**src/hdl/chash_pkg.sv**
```systemverilog
package chash_pkg;

  localparam int DEF_BUCKETS    = 128;
  localparam int DEF_POOL_NODES = 1024;

  // Bucket hash: (seed * 33 + key) mod BUCKETS, the sum wrapping at 32 bits.
  localparam logic [31:0] HASH_SEED  = 32'd5381;
  localparam int          HASH_SHIFT = 5;
  localparam logic [31:0] HASH_BASE  = (HASH_SEED << HASH_SHIFT) + HASH_SEED;
  localparam int          HASH_W     = 32;

  // The remainder unit retires this many dividend bits per cycle.
  localparam int REM_BITS_PER_CYC = 8;
  localparam int REM_CYCLES       = HASH_W / REM_BITS_PER_CYC;
  localparam int REM_CNT_W        = $clog2(REM_CYCLES);

  localparam logic OP_INSERT = 1'b0;
  localparam logic OP_LOOKUP = 1'b1;

  typedef struct packed {
    logic               op;
    logic        [31:0] key;
    logic signed [31:0] value_in;
  } in_t;

  typedef struct packed {
    logic               hit;
    logic signed [31:0] value_out;
    logic               pool_full;
  } out_t;

  typedef enum logic [2:0] {
    ST_CLEAR,
    ST_IDLE,
    ST_HASH,
    ST_HEAD,
    ST_WALK,
    ST_CMP,
    ST_DONE
  } state_t;

endpackage

```
**src/hdl/chash_mem.sv**
```systemverilog
module chash_mem import chash_pkg::*; #(
  parameter int WIDTH = HASH_W,
  parameter int DEPTH = DEF_BUCKETS
) (
  input  logic                     clk,
  input  logic                     we,
  input  logic [$clog2(DEPTH)-1:0] waddr,
  input  logic [WIDTH-1:0]         wdata,
  input  logic [$clog2(DEPTH)-1:0] raddr,
  output logic [WIDTH-1:0]         rdata
);

  logic [WIDTH-1:0] mem_r [DEPTH];
  logic [WIDTH-1:0] rdata_r;

  always_ff @(posedge clk) begin
    if (we) begin
      mem_r[waddr] <= wdata;
    end
    rdata_r <= mem_r[raddr];
  end

  assign rdata = rdata_r;

endmodule

```
**config.mk**
```make
export PLATFORM = sky130hd
export DESIGN_NAME = chash_mem
export DESIGN_NICKNAME = d
export VERILOG_FILES = /design/src/hdl/chash_pkg.sv /design/src/hdl/chash_mem.sv
export SDC_FILE = /design/constraint.sdc
export NUM_CORES = 2
export LEC_CHECK = 0
export BUFFER_PORTS_ARGS = -buffer_cell sky130_fd_sc_hd__clkbuf_2
export CAP_MARGIN = 30
export CORE_MARGIN = 2
export CORE_UTILIZATION = 55
export DETAILED_ROUTE_END_ITERATION = 10
export PLACE_DENSITY_LB_ADDON = 0.12
export SETUP_SLACK_MARGIN = 0.3
export SYNTH_ARGS = -nofsm -noshare
export SYNTH_HDL_FRONTEND = slang
export SYNTH_SLANG_ARGS = --single-unit
```
**constraint.sdc**
```tcl
create_clock -name clk -period 5.2 [get_ports clk]
set_input_delay 0.52 -clock clk [delete_from_list [all_inputs] [get_ports clk]]
set_output_delay 0.52 -clock clk [all_outputs]
set_load 0.01 [all_outputs]
```
# ---- Word-level counts from Yosys, hierarchy flattened
# Memories as Yosys holds them, arrays and structs flattened. A register that Yosys moved wholly into a read port is not among the register bits.
# Index checks and enable logic that the tools add are counted.
dict set report op_classes {
  mux 2
}
# cell n
set ops {}
lappend ops {{$mux W1} 2}
dict set report totals {
  out_inout_bits 32
  memories 1
  mem_bits_rw 4096
  regBits 0
  input_bits 48
  wordCells 3
}
# memory depth width rd rd_ports_with_merged_regs wr line_no
set mem_list {}
lappend mem_list {mem_r 128 32 1 1 1 chash_mem.sv:13} ;# logic [WIDTH-1:0] mem_r [DEPTH];

# ---- Longest topological paths before layout
dict set report logic_depth {
  ltp_word 2
  mapped_depth 8
  ltp_nobuf 4
}

# ---- Worst setup path after synthesis
# No wires, ideal clock.
dict set report synth_path {
  path_kind {input -> register}
  startpoint {in we}
  endpoint {mem mem_r[98][0] (netlist bit) (enable)}
  setup_slack_ns 1.441
  required_time_ns 4.739
  arrival_ns 3.298
  setup_ns 0.461
  n_path_buf 1
  cell_stages 3
  path_cell_list {clkbuf_1 > nand4_1 > nor3_1}
}
dict set report synth_between {
  elab_chain_len 2
}
# item line_no
set synth_lines {}
lappend synth_lines {{from (decl)} chash_mem.sv:6} ;# input logic we,
lappend synth_lines {{$mux W1} chash_mem.sv:17} ;# if (we) begin
lappend synth_lines {{$mux W1 (not written as such)} chash_mem.sv:18} ;# mem_r[waddr] <= wdata;
lappend synth_lines {{to (decl)} chash_mem.sv:13}
# No other way between the ends.

==> load_flow_metrics.sql <==
INSERT INTO impl_metrics (metric_group, metric, value, unit) VALUES
('synth', 'yosys_register_bits', '4128', ''),
('min_path', 'worst_hold_path.num_cells', '1', ''),
('finish', 'nets', '6523', ''),
('global_route', 'grtUsageTotal', '0.295', ''),
('setup_path', 'crit_start', 'raddr[0]', ''),
('place', 'dpl_worst_slack', '1.12', 'ns'),
('power_and_ir_drop', 'power-per-cell-area', '393', 'nW/um^2'),
('floorplan', 'design.die.area', '288000', 'um^2'),
('place', 'post-dp-hpwl', '239', 'mm'),
('drt', 'route.vias.total', '71600', ''),
('synth', 'cell_area_after_synthesis', '156000', 'um^2'),
('synth', 'largest_family_of_logic_cells_by_synthesized_area', 'multiplexers', ''),
('finish', 'layout_common_cells', 'edfxtp_1 (4096), mux4_2 (1344), clkbuf_16 (417)', ''),
('timing', 'timing.final.crit_share', '0.605', ''),
('timing', 'drv_slew', '0', ''),
('synth', 'synthSimpleGateAreaFrac', '0.00446', ''),
('drt', 'drtPass1Iterations', '6', ''),
('setup_path', 'kind_of_launch_point_of_the_worst_setup_path', 'primary input', ''),
('synth', 'synth_compound_area_frac', '0', ''),
('timing', 'final_setup_violation_count', '0', ''),
('setup_path', 'required', '6.02', 'ns'),
('place', 'buffer_ports.inserted', '79', ''),
('power_and_ir_drop', 'share_clk_of_total_power', '0.419', ''),
('power_and_ir_drop', 'sw_pwr', '14.9', 'mW'),
('clock_network', 'ctsHoldBuffers', '0', ''),
('timing', 'final.setup.worst_slack', '2.06', 'ns'),
('floorplan', 'floorplan.rows', '195', ''),
('clock_network', 'clock_insertion_delay_worst_skew', '0.95', 'ns'),
('drt', 'route.final.wire_length', '419', 'mm'),
('drt', 'post_drt_via_cell_ratio', '6.76', ''),
('run_status', 'outcome', 'completed', ''),
('finish', 'drive_gt1_frac', '0.365', ''),
('clock_network', 'post-cts-setup-buffer-count', '0', ''),
('synth', 'syn_avg_cell_area', '26.1', 'um^2'),
('global_route', 'grt_max_degree', '85', ''),
('place', 'routabilityCongestion', '0.819', ''),
('timing', 'totalNegativeSetupSlack', '0', 'ns'),
('drt', 'drt_drc_violations_left', '0', ''),
('power_and_ir_drop', 'worst_ir_drop_vdd', '0.289', 'mV'),
('setup_path', 'worst_r2r_path_depth', '4', ''),
('timing', 'final.setup_skew', '0.0349', 'ns'),
('floorplan', 'start_util', '0.553', ''),
('synth', 'yosysSeqAreaShare', '0.791', ''),
('timing', 'fmax', '318', 'MHz'),
('timing', 'timing_worst_slew_pin_value', '1.03', 'ns'),
('clock_network', 'clock_tree.buffer_depth', '4', ''),
('synth', 'yosys_warnings', '0', ''),
('power_and_ir_drop', 'p_comb_frac', '0.053', ''),
('global_route', 'grt_pass1_vias', '70900', ''),
('finish', 'final_util', '0.629', ''),
('timing', 'holdWs', '0.0854', 'ns'),
('global_route', 'grt_pass1_wl', '578', 'mm'),
('setup_path', 'worst_path_max_stage_delay', '0.72', 'ns'),
('clock_network', 'root_buffer', 'clkbuf_16', ''),
('timing', 'final.min_clock_period', '3.14', 'ns'),
('floorplan', 'i_o_pins', '80', ''),
('floorplan', 'design.core.area', '283000', 'um^2'),
('setup_path', 'cp_common_cell', 'mux4_2', ''),
('synth', 'yosys.cell_types.count', '17', ''),
('clock_network', 'tritoncts.num_buffers', '408', ''),
('synth', 'synthXorXnorAreaFrac', '0', ''),
('synth', 'synth.area.mux_share', '0.196', ''),
('setup_path', 'slowest_stage', 'mux4_2', ''),
('global_route', 'grt_antenna_before_repair', '76', ''),
('clock_network', 'tritoncts', 'done', ''),
('setup_path', 'rr_startpoint', 'mem_r[87][24]$_DFFE_PP_', ''),
('floorplan', 'die_h', '537', 'um'),
('power_and_ir_drop', 'flop_pwr_share', '0.528', ''),
('drt', 'drtIter0Drc', '10700', ''),
('setup_path', 'critical_setup_path_kind', 'in2reg', ''),
('setup_path', 'critPathArrivalTime', '3.96', 'ns');
-- cell families after synthesis --
logic type / after synthesis
simple gates: 170
flops: 4128
buf+inv: 316
mux: 1376
-- power groups by stage --
stage,logic (mW),registers (mW),clock network [mW]
detailed placement,3.71,37.6,0
global placement,3.64,37.6,0
floorplan,1.77,37.5,0
finish,3.69,36.9,29.3
global route,3.84,36.9,30.9
CTS,3.71,36.9,29.6
-- Yosys cell counts --
cell type / count / area (um^2)
buf_1: 50 / 188
buf_2: 79 / 395
buf_4: 3 / 22.5
buf_6: 2 / 22.5
clkbuf_1: 182 / 683
dfxtp_1: 32 / 641
edfxtp_1: 4096 / 123000
mux2_2: 32 / 360
mux4_2: 1344 / 30300
nand2_1: 14 / 52.6
nand2b_1: 2 / 12.5
nand3_1: 12 / 60.1
nand4_1: 3 / 18.8
nor2_1: 122 / 458
nor2b_1: 7 / 43.8
nor3_1: 9 / 45.0
or3_1: 1 / 6.26
-- worst max-delay path, delay by kind of cell --
| kind | cells | cell delay, ns |
|---|---|---|
| buffers and inverters | 2 | 0.86 |
| multiplexers | 4 | 2.32 |
-- path summary, 6_finish.rpt --
path / end / slack (ns)
worst min register to register: rdata[15]$_DFF_P_ / 1.13
worst max-delay path: rdata[24]$_DFF_P_ / 2.06
worst max register to register: rdata[24]$_DFF_P_ / 2.46
worst min-delay path: mem_r[67][16]$_DFFE_PP_ / 0.09
-- routing by layer --
| metal | up-vias | part of all wire | global-route usage | wire length [um] |
|---|---|---|---|---|
| met3 | 583 | 0.11 | 0.0659 | 46200 |
| met5 | - | 0.00046 | 0 | 193 |
| met4 | 30 | 0.032 | 0.0907 | 13500 |
| met2 | 3974 | 0.47 | 0.451 | 198000 |
| li1 | 27400 | - | - | - |
| met1 | 39600 | 0.39 | 0.434 | 162000 |
-- flip-flops by register name, summed over array words and instances, names as in the netlist --
register  flops
mem_r      4096
rdata        32
-- final cells by class --
class | count | area, um^2 | share of cell area
Antenna cell | 21 | 52.6 | 0.000296
Clock buffer | 510 | 10900 | 0.0611
Clock inverter | 244 | 2400 | 0.0135
Multi-Input combinational cell | 1546 | 32300 | 0.182
Sequential cell | 4128 | 124000 | 0.696
Tap cell | 3743 | 4680 | 0.0264
Timing Repair Buffer | 391 | 3780 | 0.0213
-- per-stage QoR --
step / std cells / cell area [um^2] / power, mW
finish: 10600 / 178000 / 69.9
global route: 10600 / 178000 / 71.6
CTS: 10600 / 178000 / 70.3
detailed placement: 9805 / 164000 / 41.3
global placement: 9795 / 164000 / 41.2
floorplan: 5990 / 156000 / 39.3
(Power assumes the default switching activity.)
