**config.mk**
```make
export PLATFORM = sky130hd
export DESIGN_NAME = chash_rem
export DESIGN_NICKNAME = d
export VERILOG_FILES = /design/src/hdl/chash_pkg.sv /design/src/hdl/chash_rem.sv
export SDC_FILE = /design/constraint.sdc
export NUM_CORES = 1
export LEC_CHECK = 0
export BUFFER_PORTS_ARGS = -buffer_cell sky130_fd_sc_hd__buf_2
export CAP_MARGIN = 25
export CORE_MARGIN = 2
export CORE_UTILIZATION = 25
export DETAILED_ROUTE_END_ITERATION = 16
export PLACE_DENSITY = 0.45
export SYNTH_ARGS = -nofsm -noshare
export SYNTH_HDL_FRONTEND = slang
export SYNTH_SLANG_ARGS = --single-unit
```
**constraint.sdc**
```tcl
create_clock -name clk -period 2 [get_ports clk]
set_input_delay 0.3 -clock clk [delete_from_list [all_inputs] [get_ports clk]]
set_output_delay 0.3 -clock clk [all_outputs]
set_load 0.01 [all_outputs]
```
**src/hdl/chash_pkg.sv**
```systemverilog
package chash_pkg;

  localparam int DEF_BUCKETS    = 128;
  localparam int DEF_POOL_NODES = 1024;

  // Bucket hash: (seed * 33 + key) mod BUCKETS, the sum wrapping at 32 bits.
  localparam logic [31:0] HASH_SEED  = 32'd5381;
  localparam int          HASH_SHIFT = 5;
  localparam logic [31:0] HASH_BASE  = (HASH_SEED << HASH_SHIFT) + HASH_SEED;
  localparam int          HASH_W     = 32;

  // The remainder unit retires this many dividend bits per cycle.
  localparam int REM_BITS_PER_CYC = 8;
  localparam int REM_CYCLES       = HASH_W / REM_BITS_PER_CYC;
  localparam int REM_CNT_W        = $clog2(REM_CYCLES);

  localparam logic OP_INSERT = 1'b0;
  localparam logic OP_LOOKUP = 1'b1;

  typedef struct packed {
    logic               op;
    logic        [31:0] key;
    logic signed [31:0] value_in;
  } in_t;

  typedef struct packed {
    logic               hit;
    logic signed [31:0] value_out;
    logic               pool_full;
  } out_t;

  typedef enum logic [2:0] {
    ST_CLEAR,
    ST_IDLE,
    ST_HASH,
    ST_HEAD,
    ST_WALK,
    ST_CMP,
    ST_DONE
  } state_t;

endpackage

```
**src/hdl/chash_rem.sv**
```systemverilog
module chash_rem import chash_pkg::*; #(
  parameter int BUCKETS = DEF_BUCKETS
) (
  input  logic                       clk,
  input  logic                       rst_n,
  input  logic                       start,
  input  logic [HASH_W-1:0]          sum,
  output logic                       done,
  output logic [$clog2(BUCKETS)-1:0] rem
);

  localparam int BW = $clog2(BUCKETS);
  localparam logic [BW:0] BUCK_C = (BW+1)'(BUCKETS);
  localparam logic [REM_CNT_W-1:0] CNT_LAST = REM_CNT_W'(REM_CYCLES - 1);

  logic [HASH_W-1:0]    sum_r;
  logic [BW-1:0]        rem_r;
  logic [BW-1:0]        rem_nxt;
  logic [REM_CNT_W-1:0] cnt_r;
  logic                 run_r;
  logic                 done_r;
  logic [BW-1:0]        part;
  logic [BW:0]          trial;

  // Restoring remainder: shift in one dividend bit, subtract the divisor
  // once if the partial remainder reached it.
  always_comb begin
    part  = rem_r;
    trial = '0;
    for (int i = 0; i < REM_BITS_PER_CYC; i++) begin
      trial = {part, sum_r[HASH_W-1-i]};
      if (trial >= BUCK_C) begin
        trial = trial - BUCK_C;
      end
      part = trial[BW-1:0];
    end
    rem_nxt = part;
  end

  always_ff @(posedge clk) begin
    if (!rst_n) begin
      run_r  <= 1'b0;
      done_r <= 1'b0;
      cnt_r  <= '0;
    end else begin
      done_r <= 1'b0;
      if (start) begin
        run_r <= 1'b1;
        cnt_r <= '0;
      end else if (run_r) begin
        cnt_r <= cnt_r + 1'b1;
        if (cnt_r == CNT_LAST) begin
          run_r  <= 1'b0;
          done_r <= 1'b1;
        end
      end
    end
  end

  always_ff @(posedge clk) begin
    if (start) begin
      sum_r <= sum;
      rem_r <= '0;
    end else if (run_r) begin
      sum_r <= sum_r << REM_BITS_PER_CYC;
      rem_r <= rem_nxt;
    end
  end

  assign done = done_r;
  assign rem  = rem_r;

endmodule

```
# Word-level counts from Yosys, hierarchy flattened
# Cells that the tools add are included.
dict set report totals {
  register_bits 43
  word_cells 42
}
dict set report classes {
  n_bitwise 2
  mux 14
  n_lt_le_gt_ge 8
  add_sub_neg 9
  reduce_logical 3
  eq_ne 1
}
# operator n
set ops {}
lappend ops {{8-bit greater-or-equal comparator, second input constant} 8}
lappend ops {{32-bit 2-to-1 mux} 2}
lappend ops {{7-bit 2-to-1 mux} 8}
lappend ops {{7-bit by 1-bit subtractor with 7-bit output, second input constant} 8}
lappend ops {{1-bit 2-to-1 mux} 4}
lappend ops {{3-bit OR reduction} 1}
lappend ops {{2-bit by 1-bit adder with 2-bit output, second input constant} 1}
lappend ops {{2-bit == test, second input constant} 1}
lappend ops {{1-bit NOT} 2}
lappend ops {{2-bit nonzero test} 1}
lappend ops {{2-bit OR reduction} 1}

# Depth between registers and ports, before layout
# Gate-level depths: netlist of the first run.
dict set report logic_depth {
  depth_word 16
  ltp_mapped 3
  mapped_depth_nobuf 3
}

# Least setup slack after synthesis of the first run
# OpenSTA, ideal clock, no wires.
dict set report synth_path {
  path_kind {input to register}
  startpoint {input start}
  endpoint {register sum_r[0], enable pin}
  arrival_time_ns 1.025
  setup_slack_ns 0.655
  cell_stages 3
  required_time_ns 1.680
  cell_sequence {buf_6 buf_6 or2_2}
}
dict set report synth_via {
  elab_chain_cells 1
}
# element line_no
set synth_lines {}
lappend synth_lines {{start: declaration} chash_rem.sv:6} ;# input logic start,
lappend synth_lines {{2-bit nonzero test (no line)} n/a}
lappend synth_lines {{end signal: assignment} chash_rem.sv:62} ;# sum_r <= sum;
lappend synth_lines {{end signal: assignment} chash_rem.sv:65} ;# sum_r <= sum_r << REM_BITS_PER_CYC;
lappend synth_lines {{end: declaration} chash_rem.sv:16} ;# logic [HASH_W-1:0] sum_r;
# Every way passes these cells.
# A chain may end at the register's enable or synchronous reset.

# Worst setup path after layout of the first run
dict set report layout_path {
  startpoint {register run_r}
  endpoint {register sum_r[25], enable pin}
}
dict set report layout_via {
  elab_chain_cells 1
}
# element line_no
set layout_lines {}
lappend layout_lines {{start: declaration} chash_rem.sv:20} ;# logic run_r;
lappend layout_lines {{start signal: assignment} chash_rem.sv:42} ;# run_r <= 1'b0;
lappend layout_lines {{start signal: assignment} chash_rem.sv:48} ;# run_r <= 1'b1;
lappend layout_lines {{start signal: assignment} chash_rem.sv:53} ;# run_r <= 1'b0;
lappend layout_lines {{2-bit nonzero test (no line)} n/a}
# Every way passes these cells.

==> results of run 1 <==
-- stage by stage --
stage	hold slack, ns	area (µm²)
final	0.2473	1912
after global routing	0.2355	1912
after CTS	0.2402	1912
after detailed placement	0.4792	1832
after global placement	0.4605	1832
after floorplan	0.4175	1568
-- sequential cells by signal, summed over array words and instances, names as in the netlist --
signal,cells
rem,7
cnt_r,2
run_r,1
done,1
sum_r,28
-- final cells by class --
class                   instances  area [µm²]  area share
multi-input cells              53       464.2      0.2428
well taps                      75       93.84     0.04908
repair buffers                 41       212.7      0.1113
clock buffers                   6       72.57     0.03796
flip-flops and latches         39        1061      0.5550
clock inverters                 2       7.507    0.003927
-- synthesized netlist by cell type (all sizes together), types with 5 or more instances --
cell type,instances,area share
and2,7,0.028
buf,5,0.027
dfxtp,11,0.14
edfxtp,28,0.54
mux2,21,0.16
mux2i,8,0.051
nor2,10,0.024
-- worst max-delay path by stage --
stage                                        end  depth (start not counted)              from
after CTS                    sum_r[16]$_DFFE_PP_                          1  run_r$_SDFF_PN0_
after global routing         sum_r[17]$_DFFE_PP_                          1  run_r$_SDFF_PN0_
after floorplan           sum_r[0]$_SDFFCE_PN0P_                          3             start
after global placement    sum_r[5]$_SDFFCE_PN0P_                          2             start
after detailed placement  sum_r[2]$_SDFFCE_PN0P_                          2             start
final                        sum_r[25]$_DFFE_PP_                          1  run_r$_SDFF_PN0_
-- power by group through the flow --
stage               Combinational [mW]  Sequential [mW]  Clock, mW
floorplan                        0.107            0.986          0
global placement                 0.160            0.984          0
detailed placement               0.165            0.986          0
CTS                              0.166            0.968      0.518
global route                     0.181            0.974      0.549
finish                           0.163            0.967      0.496
-- logic make-up (layout without fill, tap and decap cells) --
kind of cell	after synthesis	count (layout)	synth area share
XOR/XNOR	1	1	0.005588
buffers and inverters	5	49	0.02713
multiplexers	29	29	0.2115
AND/OR/NAND/NOR	21	21	0.06625
flip-flops	39	39	0.6768
adder cells (fa/ha/maj)	1	1	0.007980
AO/OA/AOI/OAI	1	1	0.004790
-- metal layers --
layer | vias up | global-route usage | share of wire
li1 | 432 | - | -
met2 | 29 | 0.1195 | 0.47
met3 | 7 | 0.03877 | 0.079
met4 | 0 | 0.04471 | 0.024
met5 | - | 0 | 0
met1 | 396 | 0.08464 | 0.43
==> flow_summary.ini, run 1 <==
[sta]
grt_setup_unrepaired = false
finalSetupViolCount = 0
worst_slack_ns = 0.7448
slew_headroom = 0.5480
slew_viol_final = 0
finClkSkew_ns = 0.001765
worst_pin_slew_ns = 0.6780
setup_tns_ns = 0
min_period_ns = 1.255
hold_viol_final = 0
fmax_mhz = 796.7
fin_crit_sh = 0.6276

[global_route]
grt-ovfl-total = 0
antenna_found_initial = 0
grt_start_max_net_pins = 29
grt_first_pass_wirelength_um = 4126
grt_pass1_vias = 915
grt.total_usage = 0.07697

[worst_setup_path]
cp_slowest_cell = or2_2
rr_endpoint = sum_r[25]$_DFFE_PP_
required_ns = 1.92
slowest_delay_ns = 0.55
reg2reg_depth = 1
crit_buf_inv = 0
crit_chain = or2_2
critPathTopFamily = simple AND/OR/NAND/NOR gates
end_kind = flop
critPathArrivalTime_ns = 1.18
crit_fanout = 28
worstSetupPathType = reg2reg
ff2ff_setup_slack_ns = 0.74
start_kind = flop
reg2reg_from = run_r$_SDFF_PN0_

[finish]
utilization = 0.3191
area_growth_pct = 21.95
final_common_cell = buf_2
diodes = 0
drive_gt1_frac = 0.4823
nets = 176
fillerInstances = 586
fin_cells = 216
final_cell_mix = buf_2 (38), edfxtp_1 (28), mux2_2 (17)

[power]
total_power_mw = 1.626
ir_drop_uv = 356.3
internal_power_mw = 1.278
switchingPower_mw = 0.3476
p_comb_frac = 0.100
p_leak_nw = 0.7860
netSwitchingFraction = 0.2138
pwr_density_cell_mw_per_mm2 = 850.4
pwr-share-clk = 0.305
p_seq_frac = 0.595

[yosys]
ys_seq_area_frac = 0.6768
syn_avg_cell_area_um2 = 16.16
synth-async-reset-ratio = 0
syn_nets = 133
ys.flop_type = edfxtp_1
ys_types = 17
synthCells = 97
synth-edff-count = 28
ys_warn_count = 0
netlist_area_mm2 = 0.001568
ys_seq_elements = 39

[min_path]
hp-start = rst_n
min_path_cells = 2
worst_hold_path_type = in2reg
whs_endpoint = run_r$_SDFF_PN0_

[clock_network]
post-cts-setup-buffer-count = 0
numCtsBuffers = 5
cts_repair_resize_count = 0
ctsHtreeMaxLevel = 2
cts_max_path_buffers = 2
path_clk_slew_ns = 0.07
root_buffer = clkbuf_8
cts.sinks = 39
tritoncts = done
hold_buffers = 0
clk_latency_ns = 0.28

[die]
rows = 28
core_mm2 = 0.005991
die_w_um = 83.19
die_y_um = 83.19
boundaryPins = 43
dieArea_mm2 = 0.006921
initial_core_util = 0.2617

[placement]
dp_cells = 208
io_buffers = 38
hpwl_um = 1726
dp_slack_ns = 0.6320
globalplace.congestion = 0.6100

[drt]
wl_um = 2547
drc = 0
firstDrtPassIters = 4
post_drt_via_cell_ratio = 4.000
wire_per_inst_um = 11.79
final_antenna_net_count = 0
via_count = 864
first_iter_violations = 57

[status]
status = completed

[run]
drv_cap = 0
Note: power is estimated with default switching activity, not from simulation.
==> run 2, diff against run 1 <==
PLACE_DENSITY = 0.47   (was 0.45)
clock period = 1.1 ns   (was 2 ns; I/O delays follow)
==> flow_summary.ini, run 2 (synthesized netlist as in run 1, its figures left out) <==
[status]
status = completed

[placement]
hpwl_um = 1813
io_buffers = 38
globalplace.congestion = 0.6462
dp_cells = 210
placed_area_mm2 = 0.001876

[clock_network]
cts_max_path_buffers = 2
cts.sinks = 39
post-cts-setup-buffer-count = 0
tritoncts = done
cts_repair_resize_count = 0
clk_latency_ns = 0.28
path_clk_slew_ns = 0.07
hold_buffers = 0
numCtsBuffers = 5
root_buffer = clkbuf_8
ctsHtreeMaxLevel = 2

[finish]
fin_area_mm2 = 0.001956
drive_gt1_frac = 0.4965
largest_reg_flops = 28
nets = 178
top_register = sum_r
diodes = 0
final_cell_mix = buf_2 (38), edfxtp_1 (28), mux2_2 (17)
final_common_cell = buf_2
fin_cells = 218
area_growth_pct = 24.74

[drt]
final_antenna_net_count = 0
wl_um = 2620
post_drt_via_cell_ratio = 3.954
firstDrtPassIters = 4
drc = 0
first_iter_violations = 34
via_count = 862
wire_per_inst_um = 12.02

[sta]
finalSetupViolCount = 0
fmax_mhz = 957.5
grt_setup_unrepaired = false
slew_headroom = 0.7366
worst_pin_slew_ns = 0.3951
setup_tns_ns = 0
finClkSkew_ns = 0.003452
slew_viol_final = 0
whs_ns = 0.1039
min_period_ns = 1.044
hold_viol_final = 0
fin_crit_sh = 0.9495

[worst_setup_path]
critPathTopFamily = simple AND/OR/NAND/NOR gates
worstSetupPathType = reg2reg
required_ns = 1.04
start_kind = flop
critPathArrivalTime_ns = 0.99
cp_slowest_cell = or2_4
slowest_delay_ns = 0.36
crit_fanout = 28
crit_buf_inv = 0
end_kind = flop
crit_chain = or2_4

[die]
die_w_um = 83.19
die_y_um = 83.19
rows = 28
core_mm2 = 0.005991
boundaryPins = 43
initial_core_util = 0.2617
dieArea_mm2 = 0.006921

[global_route]
grt-ovfl-total = 0
antenna_found_initial = 0
met3_usage = 0.03877
grt.total_usage = 0.07935
grt_start_max_net_pins = 29
grt_pass1_vias = 902
grt_first_pass_wirelength_um = 4174
grt_util_met1 = 0.09114
grt_busiest_layer = met2
grt_use_met2 = 0.1246

[run]
drv_cap = 0

[power]
ir_drop_uv = 577.2
total_power_mw = 2.989
p_leak_nw = 0.8056
pwr_density_cell_mw_per_mm2 = 1529

[min_path]
worst_hold_path_type = in2reg
run 2: changes by cell type in the layout (fill, tap and decap cells not counted), sizes merged:
cell  before  now
buf       41   43
run 2: final cells by class:
type,count,area [µm²]
repair buffers,43,252.7
clock buffers,6,72.57
multi-input cells,53,466.7
clock inverters,2,7.507
fillers,604,4035
well taps,75,93.84
flip-flops and latches,39,1062
run 2: stage by stage:
| stage | worst slack [ns] | utilization |
|---|---|---|
| 6_report | 0.05558 | 0.3264 |
| 5_1_grt | 0.004386 | 0.3264 |
| 3_5_place_dp | -0.06831 | 0.3131 |
| 3_3_place_gp | -0.05619 | 0.3131 |
| 4_1_cts | 0.04299 | 0.3264 |
| 2_1_floorplan | -0.01255 | - |
run 2: power by group:
part	leakage, nW	total, mW	internal, mW	switching [mW]
Combinational	0.388	0.319	0.184	0.136
Clock	0.0403	0.911	0.433	0.479
Sequential	0.377	1.76	1.72	0.0345
run 2: layer usage:
layer / vias up / part of all wire
met4: 0 / 0.0061
met5: - / 0
li1: 437 / -
met2: 28 / 0.48
met1: 395 / 0.45
met3: 2 / 0.066
run 2: final timing paths:
kind	from	end	slack, ns	depth (start not counted)
worst max-delay path	run_r$_SDFF_PN0_	sum_r[25]$_DFFE_PP_	0.06	1
worst min register to register	sum_r[27]$_DFFE_PP_	rem[3]$_SDFFE_PP0P_	0.49	2
worst min-delay path	rst_n	run_r$_SDFF_PN0_	0.10	2
worst max register to register	run_r$_SDFF_PN0_	sum_r[25]$_DFFE_PP_	0.06	1
==> run 3, diff against run 2 <==
ABC_AREA = 1   (was unset)
CTS_CLUSTER_SIZE = 16   (was unset)
==> flow_summary.ini, run 3 <==
[global_route]
grt-ovfl-total = 0
grt_start_max_net_pins = 19
grt.total_usage = 0.08372
antenna_found_initial = 0
grt_pass1_vias = 1057
grt_first_pass_wirelength_um = 4574

[finish]
nets = 245
area_growth_pct = 26.85
diodes = 0
final_cell_mix = nand2_1 (78), buf_2 (38), edfxtp_1 (28)
largest_reg_flops = 28
final_common_cell = nand2_1
drive_gt1_frac = 0.2762
utilization = 0.3335
fin_area_mm2 = 0.001998
fillerInstances = 617
top_register = sum_r

[yosys]
synth_mux_area_frac = 0
netlist_area_mm2 = 0.001575
syn_avg_cell_area_um2 = 9.664
ys_seq_elements = 39
ys.flop_type = edfxtp_1
synth-edff-count = 28
synthXorXnorAreaFrac = 0
synth_common_cells = nand2_1 (78), edfxtp_1 (28), nor2_1 (18)
synthCells = 163
synth_largest_area_cell = edfxtp_1
syn_nets = 199
synth_top_area_share = 0.5338
synthSimpleGateAreaFrac = 0.2327
ys_seq_area_frac = 0.6736
synth-async-reset-ratio = 0
synth.most_common_cell = nand2_1
ys_warn_count = 0
synthAdderAreaFrac = 0.007943
synth-compound-area-share = 0.02542
synth_top_family_by_area = simple AND/OR/NAND/NOR gates
synth.area.top_cells = edfxtp_1 (53%), nand2_1 (19%), dfxtp_1 (14%)
ys_types = 13

[clock_network]
root_buffer = clkbuf_8
clk_latency_ns = 0.29
ctsHtreeMaxLevel = 2
tritoncts = done
post-cts-setup-buffer-count = 0
numCtsBuffers = 5
cts_repair_resize_count = 0
cts.sinks = 39
hold_buffers = 0
cts_max_path_buffers = 2
path_clk_slew_ns = 0.08

[power]
ir_drop_uv = 585.9
p_leak_nw = 0.9768
pwr_density_cell_mw_per_mm2 = 1608

[sta]
grt_setup_unrepaired = false
hold_viol_final = 0
slew_viol_final = 0
worst_pin_slew_ns = 0.2315
finalSetupViolCount = 0
whs_ns = 0.1262
min_period_ns = 0.9931
fin_crit_sh = 0.9028
setup_tns_ns = 0
slew_headroom = 0.8447
fmax_mhz = 1007
finClkSkew_ns = 0.008139

[drt]
drc = 0
firstDrtPassIters = 4
via_count = 1120
post_drt_via_cell_ratio = 3.930
wire_per_inst_um = 9.656
wl_um = 2752
first_iter_violations = 38
final_antenna_net_count = 0

[die]
initial_core_util = 0.2629
die_y_um = 83.38
core_mm2 = 0.005991
dieArea_mm2 = 0.006952
boundaryPins = 43
die_w_um = 83.38
rows = 28

[min_path]
worst_hold_path_type = in2reg

[status]
status = completed

[placement]
io_buffers = 38
hpwl_um = 1991
globalplace.congestion = 0.6953
placed_area_mm2 = 0.001891

[worst_setup_path]
worstSetupPathType = reg2reg
critPathArrivalTime_ns = 1.03
end_kind = flop
required_ns = 1.14
start_kind = flop
crit_fanout = 10

[run]
drv_cap = 0
-- run 3: cell count changes in the layout (fill, tap and decap cells not counted), moves of 4 or more --
cell / previous run / this run
nand2_1: 1 / 78
mux2_2: 17 / 0
inv_1: 0 / 8
mux2i_1: 8 / 0
and2_1: 7 / 0
nor2_1: 10 / 17
o21ai_0: 0 / 7
buf_4: 3 / 7
mux2_4: 4 / 0
-- run 3: final timing paths --
check	startpoint	endpoint	slack [ns]	cells past startpoint
worst max-delay path	run_r$_SDFF_PN0_	sum_r[24]$_DFFE_PP_	0.11	3
worst min-delay path	sum[1]	sum_r[1]$_SDFFCE_PN0P_	0.13	3
worst max register to register	run_r$_SDFF_PN0_	sum_r[24]$_DFFE_PP_	0.11	3
worst min register to register	sum_r[25]$_DFFE_PP_	rem[1]$_SDFFE_PP0P_	0.47	2
-- run 3: metrics by stage --
stage,worst slack (ns),power [mW],instances
2_1_floorplan,-0.1987,1.975,163
3_3_place_gp,0.09356,2.103,277
3_5_place_dp,0.08703,2.111,277
4_1_cts,0.09950,3.262,285
5_1_grt,0.06564,3.367,285
6_report,0.1069,3.214,285
-- run 3: layout make-up --
type,count,area [µm²],share of cell area
clock buffer,5,68.82,0.03444
clock inverter,3,38.79,0.01941
inverter,11,45.04,0.02254
multi-input combinational,106,426.7,0.2135
sequential,39,1062,0.5316
tap,75,93.84,0.04696
timing repair buffer,46,262.8,0.1315
-- run 3: critical path: stages, from the launching register on --
cell        delay, ns
dfxtp_2          0.34
nor2_4           0.11
clkinvlp_4       0.11
buf_4            0.19
-- run 3: power breakdown --
group / internal, mW / switching [mW]
clock network: 0.664 / 0.481
logic: 0.134 / 0.173
registers: 1.72 / 0.0374
-- run 3: logic make-up after synthesis --
family / Yosys count
fa+ha+maj: 1
buf+inv: 18
compound gates: 8
flops: 39
simple gates: 97
-- run 3: routing by layer --
| layer | global-route usage | wire length, µm |
|---|---|---|
| met4 | 0.03577 | 41 |
| met5 | 0 | 0 |
| met2 | 0.1386 | 1238 |
| met1 | 0.09470 | 1260 |
| met3 | 0.03479 | 211 |
